[src/hdl/teg_pkg.sv]
package teg_pkg;

    localparam int NUM_BITS      = 12;
    localparam int QUEUE_DEPTH   = 4;
    localparam int PEND_BITS     = 2 * NUM_BITS;
    localparam int PEND_IDX_W    = $clog2(PEND_BITS);
    localparam int ADDR_W        = 6;
    localparam int DATA_W        = 64;

    localparam logic [NUM_BITS-1:0] DEFAULT_NOMINAL = 12'h0a95;
    localparam logic [NUM_BITS-1:0] BITS_MASK       = 12'h0fff;
    localparam logic [15:0]         NO_OVERRIDE     = 16'hFFFF;

    localparam logic [47:0] LEVELS_RESET   = 48'hFFFFFF000000;

    localparam logic OP_UPDATE    = 1'b0;
    localparam logic OP_REARM     = 1'b1;
    localparam logic KIND_EVENT   = 1'b0;
    localparam logic KIND_STATUS  = 1'b1;
    localparam logic DIR_ASSERT   = 1'b0;
    localparam logic DIR_DEASSERT = 1'b1;

    typedef enum logic [2:0] {
        REG_THRESHOLD_LEVELS   = 3'd0,
        REG_HYST_LOW           = 3'd1,
        REG_HYST_HIGH          = 3'd2,
        REG_NOMINAL_OVERRIDE   = 3'd3,
        REG_NOMINAL_READING    = 3'd4,
        REG_NOMINAL_KNOWN      = 3'd5,
        REG_ASSERT_SEND_MASK   = 3'd6,
        REG_DEASSERT_SEND_MASK = 3'd7
    } reg_idx_t;

    typedef struct packed {
        logic                opcode;
        logic [7:0]          reading;
        logic                reading_valid;
        logic [NUM_BITS-1:0] context_request;
        logic [NUM_BITS-1:0] force_assert;
        logic [NUM_BITS-1:0] force_deassert;
    } sample_t;

    typedef struct packed {
        logic                kind;
        logic [3:0]          event_offset;
        logic                direction;
        logic [7:0]          event_reading;
        logic [7:0]          event_threshold;
        logic [NUM_BITS-1:0] status_active;
        logic [NUM_BITS-1:0] status_context;
        logic                last;
    } result_t;

    typedef struct packed {
        logic [47:0]         threshold_levels;
        logic [7:0]          hyst_low;
        logic [7:0]          hyst_high;
        logic [15:0]         nominal_override;
        logic [7:0]          nominal_reading;
        logic                nominal_known;
        logic [NUM_BITS-1:0] assert_send_mask;
        logic [NUM_BITS-1:0] deassert_send_mask;
    } cfg_t;

    // one classified item: event masks to send plus the closing status
    typedef struct packed {
        logic [7:0]          reading;
        logic [NUM_BITS-1:0] deassert_events;
        logic [NUM_BITS-1:0] assert_events;
        logic [NUM_BITS-1:0] active;
        logic [NUM_BITS-1:0] context_bits;
    } job_t;

    function automatic logic [7:0] level_of(input logic [47:0] levels, input logic [3:0] bit_no);
        logic [7:0] lvl;
        case (bit_no[3:1])
            3'd0:    lvl = levels[7:0];
            3'd1:    lvl = levels[15:8];
            3'd2:    lvl = levels[23:16];
            3'd3:    lvl = levels[31:24];
            3'd4:    lvl = levels[39:32];
            3'd5:    lvl = levels[47:40];
            default: lvl = 8'd0;
        endcase
        return lvl;
    endfunction

    function automatic logic wants_assert(input logic [7:0] lvl, input logic odd,
                                          input logic [7:0] val);
        return odd ? (val >= lvl) : (val <= lvl);
    endfunction

    function automatic logic wants_deassert(input logic [7:0] lvl, input logic [7:0] hyst,
                                            input logic odd, input logic [7:0] val);
        logic signed [9:0] t;
        logic signed [9:0] h;
        logic signed [9:0] v;
        t = signed'({2'b00, lvl});
        h = signed'({2'b00, hyst});
        v = signed'({2'b00, val});
        return odd ? (v < (t - h)) : (v > (t + h));
    endfunction

endpackage

[src/hdl/teg_front.sv]
module teg_front (
    input  logic            clk,
    input  logic            rst_n,
    input  logic            accept,
    input  teg_pkg::sample_t sample,
    input  teg_pkg::cfg_t   cfg,
    output teg_pkg::job_t   job
);

    localparam int NB = teg_pkg::NUM_BITS;

    logic [NB-1:0] active_reg, active_next;
    logic [NB-1:0] context_reg, context_next;

    logic [NB-1:0] nominal;
    logic [NB-1:0] nominalize;
    logic [NB-1:0] act0;
    logic [NB-1:0] fa_f;
    logic [NB-1:0] fd_f;
    logic [NB-1:0] act1;
    logic [NB-1:0] dev;
    logic [NB-1:0] aev;

    always_comb
    begin
        nominal = teg_pkg::DEFAULT_NOMINAL;
        if (cfg.nominal_override != teg_pkg::NO_OVERRIDE)
        begin
            nominal = cfg.nominal_override[NB-1:0];
        end
        else if (cfg.nominal_known)
        begin
            for (int b = 0; b < NB; b++)
            begin
                nominal[b] = teg_pkg::wants_assert(
                    teg_pkg::level_of(cfg.threshold_levels, 4'(b)), b[0],
                    cfg.nominal_reading);
            end
        end
    end

    always_comb
    begin
        logic [NB-1:0] ctx_in;
        logic [NB-1:0] blips;
        logic          as_b;
        logic          ds_b;
        logic [7:0]    lvl;
        ctx_in = sample.context_request;
        if (context_reg != ctx_in)
        begin
            nominalize = (context_reg ^ ctx_in) | ~ctx_in;
        end
        else
        begin
            nominalize = '0;
        end
        act0  = (active_reg & ~nominalize) | (nominalize & nominal);
        blips = sample.force_assert & sample.force_deassert;
        // forced events that would not change the bit are dropped, blips pass
        fa_f  = sample.force_assert & (blips | ~act0);
        fd_f  = sample.force_deassert & (blips | act0);
        for (int b = 0; b < NB; b++)
        begin
            lvl  = teg_pkg::level_of(cfg.threshold_levels, 4'(b));
            as_b = ctx_in[b] & ~act0[b] &
                   teg_pkg::wants_assert(lvl, b[0], sample.reading);
            ds_b = ctx_in[b] & act0[b] &
                   teg_pkg::wants_deassert(lvl, b[0] ? cfg.hyst_high : cfg.hyst_low,
                                           b[0], sample.reading);
            act1[b] = (act0[b] | as_b) & ~ds_b;
            dev[b]  = ctx_in[b] & (ds_b | fd_f[b]) & cfg.deassert_send_mask[b];
            aev[b]  = ctx_in[b] & (as_b | fa_f[b]) & cfg.assert_send_mask[b];
        end
    end

    always_comb
    begin
        job.reading         = sample.reading;
        job.deassert_events = '0;
        job.assert_events   = '0;
        if (sample.opcode == teg_pkg::OP_REARM)
        begin
            active_next  = '0;
            context_next = '0;
        end
        else if (!sample.reading_valid)
        begin
            active_next  = active_reg;
            context_next = '0;
        end
        else
        begin
            active_next         = act1;
            context_next        = sample.context_request;
            job.deassert_events = dev;
            job.assert_events   = aev;
        end
        job.active       = active_next;
        job.context_bits = context_next;
    end

    always_ff @(posedge clk or negedge rst_n)
    begin
        if (!rst_n)
        begin
            active_reg  <= '0;
            context_reg <= '0;
        end
        else if (accept)
        begin
            active_reg  <= active_next;
            context_reg <= context_next;
        end
    end

endmodule

[src/hdl/teg_queue.sv]
module teg_queue #(
    parameter int DEPTH = teg_pkg::QUEUE_DEPTH
) (
    input  logic          clk,
    input  logic          rst_n,
    input  logic          push,
    input  teg_pkg::job_t wr_job,
    output logic          full,
    input  logic          pop,
    output teg_pkg::job_t rd_job,
    output logic          empty
);

    localparam int PTR_W = (DEPTH > 1) ? $clog2(DEPTH) : 1;
    localparam int CNT_W = $clog2(DEPTH + 1);
    localparam logic [PTR_W-1:0] LAST_PTR = PTR_W'(DEPTH - 1);
    localparam logic [CNT_W-1:0] FULL_CNT = CNT_W'(DEPTH);

    teg_pkg::job_t    slots_reg [DEPTH];
    logic [PTR_W-1:0] wr_ptr_reg, wr_ptr_next;
    logic [PTR_W-1:0] rd_ptr_reg, rd_ptr_next;
    logic [CNT_W-1:0] count_reg, count_next;
    logic             do_push;
    logic             do_pop;

    assign full    = (count_reg == FULL_CNT);
    assign empty   = (count_reg == '0);
    assign do_push = push & ~full;
    assign do_pop  = pop & ~empty;
    assign rd_job  = slots_reg[rd_ptr_reg];

    always_comb
    begin
        wr_ptr_next = wr_ptr_reg;
        rd_ptr_next = rd_ptr_reg;
        count_next  = count_reg;
        if (do_push)
        begin
            wr_ptr_next = (wr_ptr_reg == LAST_PTR) ? '0 : wr_ptr_reg + 1'b1;
        end
        if (do_pop)
        begin
            rd_ptr_next = (rd_ptr_reg == LAST_PTR) ? '0 : rd_ptr_reg + 1'b1;
        end
        if (do_push && !do_pop)
        begin
            count_next = count_reg + 1'b1;
        end
        else if (do_pop && !do_push)
        begin
            count_next = count_reg - 1'b1;
        end
    end

    always_ff @(posedge clk or negedge rst_n)
    begin
        if (!rst_n)
        begin
            wr_ptr_reg <= '0;
            rd_ptr_reg <= '0;
            count_reg  <= '0;
        end
        else
        begin
            wr_ptr_reg <= wr_ptr_next;
            rd_ptr_reg <= rd_ptr_next;
            count_reg  <= count_next;
        end
    end

    always_ff @(posedge clk)
    begin
        if (do_push)
        begin
            slots_reg[wr_ptr_reg] <= wr_job;
        end
    end

endmodule

[src/hdl/teg_back.sv]
module teg_back (
    input  logic             clk,
    input  logic             rst_n,
    input  teg_pkg::cfg_t    cfg,
    input  teg_pkg::job_t    q_job,
    input  logic             q_empty,
    output logic             q_pop,
    output teg_pkg::result_t result,
    output logic             empty,
    input  logic             pop
);

    localparam int NB = teg_pkg::NUM_BITS;
    localparam int PB = teg_pkg::PEND_BITS;
    localparam int IW = teg_pkg::PEND_IDX_W;

    logic             busy_reg, busy_next;
    logic [7:0]       reading_reg, reading_next;
    logic [PB-1:0]    pend_reg, pend_next;
    logic [NB-1:0]    active_reg, active_next;
    logic [NB-1:0]    context_reg, context_next;
    teg_pkg::result_t out_reg, out_next;
    logic             out_valid_reg, out_valid_next;

    logic             advance;
    logic [PB-1:0]    lowest;
    logic [IW-1:0]    idx;
    logic [PB-1:0]    job_pend;

    assign q_pop   = ~busy_reg & ~q_empty;
    assign advance = busy_reg & (~out_valid_reg | pop);
    assign result  = out_reg;
    assign empty   = ~out_valid_reg;

    // slot 2b is the deassertion of bit b, slot 2b+1 its assertion
    always_comb
    begin
        for (int b = 0; b < NB; b++)
        begin
            job_pend[2*b]     = q_job.deassert_events[b];
            job_pend[2*b + 1] = q_job.assert_events[b];
        end
    end

    always_comb
    begin
        lowest = pend_reg & (~pend_reg + 1'b1);
        idx    = '0;
        for (int i = 0; i < PB; i++)
        begin
            if (lowest[i])
            begin
                idx = idx | IW'(i);
            end
        end
    end

    always_comb
    begin
        busy_next      = busy_reg;
        reading_next   = reading_reg;
        pend_next      = pend_reg;
        active_next    = active_reg;
        context_next   = context_reg;
        out_next       = out_reg;
        out_valid_next = out_valid_reg & ~pop;
        if (q_pop)
        begin
            busy_next    = 1'b1;
            reading_next = q_job.reading;
            pend_next    = job_pend;
            active_next  = q_job.active;
            context_next = q_job.context_bits;
        end
        else if (advance)
        begin
            out_valid_next = 1'b1;
            out_next       = '0;
            if (pend_reg != '0)
            begin
                out_next.kind            = teg_pkg::KIND_EVENT;
                out_next.event_offset    = idx[IW-1:1];
                out_next.direction       = idx[0] ? teg_pkg::DIR_ASSERT
                                                  : teg_pkg::DIR_DEASSERT;
                out_next.event_reading   = reading_reg;
                out_next.event_threshold = teg_pkg::level_of(cfg.threshold_levels,
                                                             idx[IW-1:1]);
                pend_next                = pend_reg & ~lowest;
            end
            else
            begin
                out_next.kind           = teg_pkg::KIND_STATUS;
                out_next.status_active  = active_reg;
                out_next.status_context = context_reg;
                out_next.last           = 1'b1;
                busy_next               = 1'b0;
            end
        end
    end

    always_ff @(posedge clk or negedge rst_n)
    begin
        if (!rst_n)
        begin
            busy_reg      <= 1'b0;
            out_valid_reg <= 1'b0;
        end
        else
        begin
            busy_reg      <= busy_next;
            out_valid_reg <= out_valid_next;
        end
    end

    always_ff @(posedge clk)
    begin
        reading_reg <= reading_next;
        pend_reg    <= pend_next;
        active_reg  <= active_next;
        context_reg <= context_next;
        out_reg     <= out_next;
    end

endmodule

[src/hdl/threshold_event_generator.sv]
// Threshold event generator for an 8-bit threshold sensor.
// Input channel: a sample beat (opcode, reading, context and force masks) is
// taken when push is high and full is low. Result channel: while empty is low
// the oldest result is on the result port; pop takes it.
// Each update yields its deassert/assert event beats in bit order, deassert
// before assert per bit, then one status beat with last set. Rearm and
// invalid readings yield only the status beat.
// The front classifies a sample in the cycle it is pushed and updates the
// active/context state at once, so samples may be pushed every cycle until
// the job queue (QUEUE_DEPTH entries) fills.
// The back loads a job, then issues its beats in turn unless the output stalls;
// it takes the next job only after the status beat. A pushed item passes the
// queue slot, the back's job registers and the output register in that order.
// When pop stays low, the output register holds its beat, the back stops,
// the queue fills and full rises; nothing is dropped.
// Reset clears state, queue and output; configuration returns to defaults.
// Config is a 64-bit APB-style port, register i at byte address 8*i;
// write only while idle.
module threshold_event_generator #(
    parameter int QUEUE_DEPTH = teg_pkg::QUEUE_DEPTH
) (
    input  logic                          clk,
    input  logic                          rst_n,
    input  logic                          push,
    output logic                          full,
    input  teg_pkg::sample_t              sample,
    output logic                          empty,
    input  logic                          pop,
    output teg_pkg::result_t              result,
    input  logic                          psel,
    input  logic                          penable,
    input  logic                          pwrite,
    input  logic [teg_pkg::ADDR_W-1:0]    paddr,
    input  logic [teg_pkg::DATA_W-1:0]    pwdata,
    output logic [teg_pkg::DATA_W-1:0]    prdata,
    output logic                          pready
);

    teg_pkg::cfg_t     cfg_reg;
    teg_pkg::reg_idx_t reg_idx;
    teg_pkg::job_t     front_job;
    teg_pkg::job_t     q_job;
    logic              q_empty;
    logic              q_pop;
    logic              accept;
    logic              cfg_write;

    assign pready    = 1'b1;
    assign reg_idx   = teg_pkg::reg_idx_t'(paddr[teg_pkg::ADDR_W-1:3]);
    assign cfg_write = psel & penable & pwrite;
    assign accept    = push & ~full;

    always_comb
    begin
        prdata = '0;
        unique case (reg_idx)
            teg_pkg::REG_THRESHOLD_LEVELS:   prdata = 64'(cfg_reg.threshold_levels);
            teg_pkg::REG_HYST_LOW:           prdata = 64'(cfg_reg.hyst_low);
            teg_pkg::REG_HYST_HIGH:          prdata = 64'(cfg_reg.hyst_high);
            teg_pkg::REG_NOMINAL_OVERRIDE:   prdata = 64'(cfg_reg.nominal_override);
            teg_pkg::REG_NOMINAL_READING:    prdata = 64'(cfg_reg.nominal_reading);
            teg_pkg::REG_NOMINAL_KNOWN:      prdata = 64'(cfg_reg.nominal_known);
            teg_pkg::REG_ASSERT_SEND_MASK:   prdata = 64'(cfg_reg.assert_send_mask);
            teg_pkg::REG_DEASSERT_SEND_MASK: prdata = 64'(cfg_reg.deassert_send_mask);
            default:                         prdata = '0;
        endcase
    end

    always_ff @(posedge clk or negedge rst_n)
    begin
        if (!rst_n)
        begin
            cfg_reg.threshold_levels   <= teg_pkg::LEVELS_RESET;
            cfg_reg.hyst_low           <= '0;
            cfg_reg.hyst_high          <= '0;
            cfg_reg.nominal_override   <= teg_pkg::NO_OVERRIDE;
            cfg_reg.nominal_reading    <= '0;
            cfg_reg.nominal_known      <= 1'b0;
            cfg_reg.assert_send_mask   <= '0;
            cfg_reg.deassert_send_mask <= '0;
        end
        else if (cfg_write)
        begin
            unique case (reg_idx)
                teg_pkg::REG_THRESHOLD_LEVELS:   cfg_reg.threshold_levels   <= pwdata[47:0];
                teg_pkg::REG_HYST_LOW:           cfg_reg.hyst_low           <= pwdata[7:0];
                teg_pkg::REG_HYST_HIGH:          cfg_reg.hyst_high          <= pwdata[7:0];
                teg_pkg::REG_NOMINAL_OVERRIDE:   cfg_reg.nominal_override   <= pwdata[15:0];
                teg_pkg::REG_NOMINAL_READING:    cfg_reg.nominal_reading    <= pwdata[7:0];
                teg_pkg::REG_NOMINAL_KNOWN:      cfg_reg.nominal_known      <= pwdata[0];
                teg_pkg::REG_ASSERT_SEND_MASK:   cfg_reg.assert_send_mask   <= pwdata[11:0];
                teg_pkg::REG_DEASSERT_SEND_MASK: cfg_reg.deassert_send_mask <= pwdata[11:0];
                default:                         cfg_reg.nominal_known      <= cfg_reg.nominal_known;
            endcase
        end
    end

    teg_front u_front (
        .clk    (clk),
        .rst_n  (rst_n),
        .accept (accept),
        .sample (sample),
        .cfg    (cfg_reg),
        .job    (front_job)
    );

    teg_queue #(
        .DEPTH (QUEUE_DEPTH)
    ) u_queue (
        .clk    (clk),
        .rst_n  (rst_n),
        .push   (push),
        .wr_job (front_job),
        .full   (full),
        .pop    (q_pop),
        .rd_job (q_job),
        .empty  (q_empty)
    );

    teg_back u_back (
        .clk     (clk),
        .rst_n   (rst_n),
        .cfg     (cfg_reg),
        .q_job   (q_job),
        .q_empty (q_empty),
        .q_pop   (q_pop),
        .result  (result),
        .empty   (empty),
        .pop     (pop)
    );

endmodule
[config.mk]
export PLATFORM = sky130hd
export DESIGN_NAME = threshold_event_generator
export DESIGN_NICKNAME = d
export VERILOG_FILES = /design/src/hdl/teg_pkg.sv /design/src/hdl/teg_front.sv /design/src/hdl/teg_queue.sv /design/src/hdl/teg_back.sv /design/src/hdl/threshold_event_generator.sv
export SDC_FILE = /design/constraint.sdc
export NUM_CORES = 1
export LEC_CHECK = 0
export CORE_MARGIN = 10
export CORE_UTILIZATION = 40
export CTS_CLUSTER_DIAMETER = 120
export DETAILED_ROUTE_END_ITERATION = 16
export DONT_BUFFER_PORTS = 1
export GPL_ROUTABILITY_DRIVEN = 0
export HOLD_SLACK_MARGIN = 0.02
export PLACE_DENSITY = 0.56
export SETUP_SLACK_MARGIN = 0.05
export SLEW_MARGIN = 25
export SYNTH_ARGS = -nofsm -noshare
export SYNTH_HDL_FRONTEND = slang
export SYNTH_SLANG_ARGS = --single-unit
[constraint.sdc]
create_clock -name clk -period 4.55 [get_ports clk]
set_input_delay 0.2275 -clock clk [delete_from_list [all_inputs] [get_ports clk]]
set_output_delay 0.2275 -clock clk [all_outputs]
set_load 0.05 [all_outputs]
==> metrics.txt <==
Slew Limit Fails=0; post-route cell area=~32000 um2; pwr dens=about 530 nW/um2; met2 WL=between 40 and 50 mm; initial DRC count=1838; Buf+Inv Stages, Crit Path=1; slowest CP cell=dfrtp_1; maximum clock rate=~240 MHz; met1 WL=between 30 and 40 mm; post-synth cell types=74; DRC viols=0; post-synthesis sequential area ratio=48.5%; WS Path Type=reg2reg; I/O pins=237; core area=68800 um2; asr flop ratio synth=30.9%; Fin. Hold Viols=0; Pleak=between 10 and 15 nW; Syn. warnings=0; Initial Utilization=40.4%; Mean Syn Cell Area=11.7 um2; H-Tree Depth=2; Syn Inst Count=between 2000 and 2500; DR WL met3=between 7 and 8 mm; first drt pass iteration count=6; Setup Buffers After CTS=0; post-synthesis cell area=27800 um2; nets@finish=around 3000; max cap viols=0; skew final=around 0.047 ns; total negative slack=0 ns; post-DP HPWL=~67 mm; die area=80500 um2; Rel. slew slack=19.6%; Die Width=284 um; maximum VDD drop=~0.33 mV; most used flip-flop cell after synthesis=edfxtp_1; vias=20629; global-route wire length before repair=136 mm; max reg flops=224; Worst EP required=4.85 ns; crit-path max cell delay=between 0.8 and 0.9 ns; largest net degree at the start of global routing=147; period utilization=93.0%; Post-synth EDFFs=326; GR Util All Layers=22.6%; grt ovf=0; RSZ-0062 raised after global routing=false; worst-path fanout max=8; Max Used Layer=met5; clock sink count=472; die outline height=~280 um; number of global-route vias before repair=about 21000; outcome=finished, final reports clean; Root Buffer=clkbuf_16; final wirelength=about 93 mm; CP Launch Type=register; Slew @ Worst Pin=1.18 ns; # port buffers=0; wire length per cell=approximately 27 um; vias per cell=slightly below 6; Layout area overhead=15.5%; Clock Pin Slew Worst Setup and Hold Paths=about 0.060 ns; cell family with most CP delay=compound AO/OA/AOI/OAI gates; number of synthesized register bits=472; Worst EP arrival=4.53 ns; # rows=96; antenna violations before repair=8; Worst-Skew Late Latency=0.64 ns; CTS buffer count=53; worst min-delay path class=in2reg; TritonCTS clock tree=done; final setup fails=0; Post-DRT Antenna Nets=0; CP cell instances=ha_1 > o21a_1 > o31a_1 > o21ai_0 > nand2b_1 > xnor2_1 > ha_1 > nand4_1 > nor3_1 > a2111oi_0 > o21ai_0 > a311oi_1 > buf_4 > mux2_2 > a211oi_1; CP Capture Type=register; clock buffer depth=3; share of layout cells above drive strength 1=14.5%; fin crit period=4.23 ns; post-place instance area=between 20000 and 30000 um2
-- area by class of cell --
| cell class | count | area [um2] |
|---|---|---|
| tap | 931 | 1160 |
| multi-input combinational | 1701 | 13600 |
| inverter | 136 | 513 |
| antenna | 11 | 27.5 |
| timing repair buffer | 167 | 1570 |
| clock buffer | 66 | 1470 |
| sequential | 472 | 13500 |
| fill | 6189 | 36700 |
| clock inverter | 32 | 333 |
-- report_power, final --
| group | internal, W | switching [W] | total, W |
|---|---|---|---|
| clock network | 0.00249 | 0.00188 | 0.00437 |
| logic | 0.00273 | 0.00355 | 0.00628 |
| registers | 0.00549 | 0.000821 | 0.00631 |
-- kinds of logic after synthesis --
logic type               share of synthesized area [%]
AO/OA/AOI/OAI                                     12.8
AND/OR/NAND/NOR                                   9.63
flip-flops                                        48.5
adder cells (fa/ha/maj)                           14.4
buffers and inverters                             3.33
multiplexers                                      9.16
XOR/XNOR                                          2.14
other                                           0.0270
-- final timing paths --
check / from / endpoint / slack [ns] / depth (start not counted)
worst max-delay path: cfg_reg[60] / u_queue.slots_reg[0][20] / 0.32 / 15
worst min-delay path: sample[13] / u_queue.slots_reg[3][25] / 0.04 / 2
worst max register to register: cfg_reg[60] / u_queue.slots_reg[0][20] / 0.32 / 15
worst min register to register: cfg_reg[56] / cfg_reg[56] / 0.51 / 1
max in group asynchronous: rst_n / u_queue.rd_ptr_reg[1] / 3.60 / 2
min in group asynchronous: rst_n / u_front.active_reg[4] / 0.28 / 2
-- what timing repair did --
item,4_1_cts,5_1_grt
endpoints found under the setup margin,0,5
gates resized for setup,0,2
hold endpoints to repair,445,0
hold buffers,100,0
-- Yosys cell counts (all sizes together), types with 14 or more instances --
cell type	n	area share [%]
nand4	29	0.65
inv	136	1.8
mux2i	23	0.83
nand2	203	2.7
nor3	31	0.56
ha	300	13
a21oi	152	2.7
o21a	30	0.81
nand3	28	0.52
a211oi	17	0.46
a21o	42	1.1
a22oi	15	0.40
o21bai	14	0.38
nor2b	29	0.65
dfstp	40	3.8
and3	15	0.34
o21ai	183	3.3
edfxtp	326	35
o211ai	17	0.46
nand2b	23	0.52
xor2	28	0.88
mux2	90	3.6
o31ai	15	0.40
buf	36	0.83
clkbuf	49	0.66
and2	37	0.83
mux4	58	4.7
xnor2	40	1.3
nor2	123	1.7
dfrtp	106	9.5
-- stage by stage --
step,setup WS [ns],instances,hold WS (ns),total power [W],util [%]
global placement,0.556,3307,-0.0490,0.0122,42.5
floorplan,0.813,2394,-0.0681,0.0105,-
CTS,0.345,3505,0.0220,0.0170,46.6
finish,0.318,3516,0.0397,0.0170,46.7
global route,0.0557,3508,0.0320,0.0180,46.7
detailed placement,0.437,3307,-0.0487,0.0124,42.5
-- worst reg2reg max path: cells and delay by family, from the launching register on --
| kind | cells | cell delay [ns] |
|---|---|---|
| AO/OA/AOI/OAI | 7 | 1.60 |
| multiplexers | 1 | 0.18 |
| AND/OR/NAND/NOR | 3 | 0.28 |
| buffers and inverters | 1 | 0.19 |
| XOR/XNOR | 1 | 0.14 |
| adder cells (fa/ha/maj) | 2 | 0.70 |
| flip-flops | 1 | 0.83 |
-- layout by cell type (no fill, tap or decap), types with 7 or more instances in the layout --
| master | instances |
|---|---|
| o21bai_1 | 14 |
| clkbuf_16 | 55 |
| a2111oi_0 | 10 |
| and2_1 | 33 |
| o31ai_1 | 15 |
| a21o_1 | 42 |
| nor4_1 | 7 |
| fa_1 | 13 |
| ha_1 | 300 |
| clkinv_2 | 8 |
| dfrtp_1 | 104 |
| nor2b_1 | 29 |
| o221ai_1 | 9 |
| nand3_1 | 27 |
| dfstp_2 | 40 |
| mux4_2 | 58 |
| nor3_1 | 25 |
| o211ai_1 | 17 |
| buf_4 | 63 |
| o21a_1 | 30 |
| inv_1 | 134 |
| nand2b_1 | 23 |
| xnor2_1 | 40 |
| diode_2 | 11 |
| nand2_1 | 203 |
| conb_1 | 17 |
| mux2_2 | 90 |
| dlygate4sd3_1 | 99 |
| a22oi_1 | 15 |
| and3_1 | 15 |
| edfxtp_1 | 326 |
| a21oi_1 | 150 |
| nand4_1 | 29 |
| a211oi_1 | 16 |
| o21ai_0 | 178 |
| nor2_1 | 122 |
| xor2_1 | 28 |
| mux2i_1 | 23 |
| a31oi_1 | 8 |
-- routing by layer --
layer	up-vias	global-route usage [%]
met5	-	0
met4	6	8.66
met3	184	5.07
met2	879	35.3
met1	10317	30.1
li1	9243	-
No activity file was read; power rests on OpenSTA's default activity.
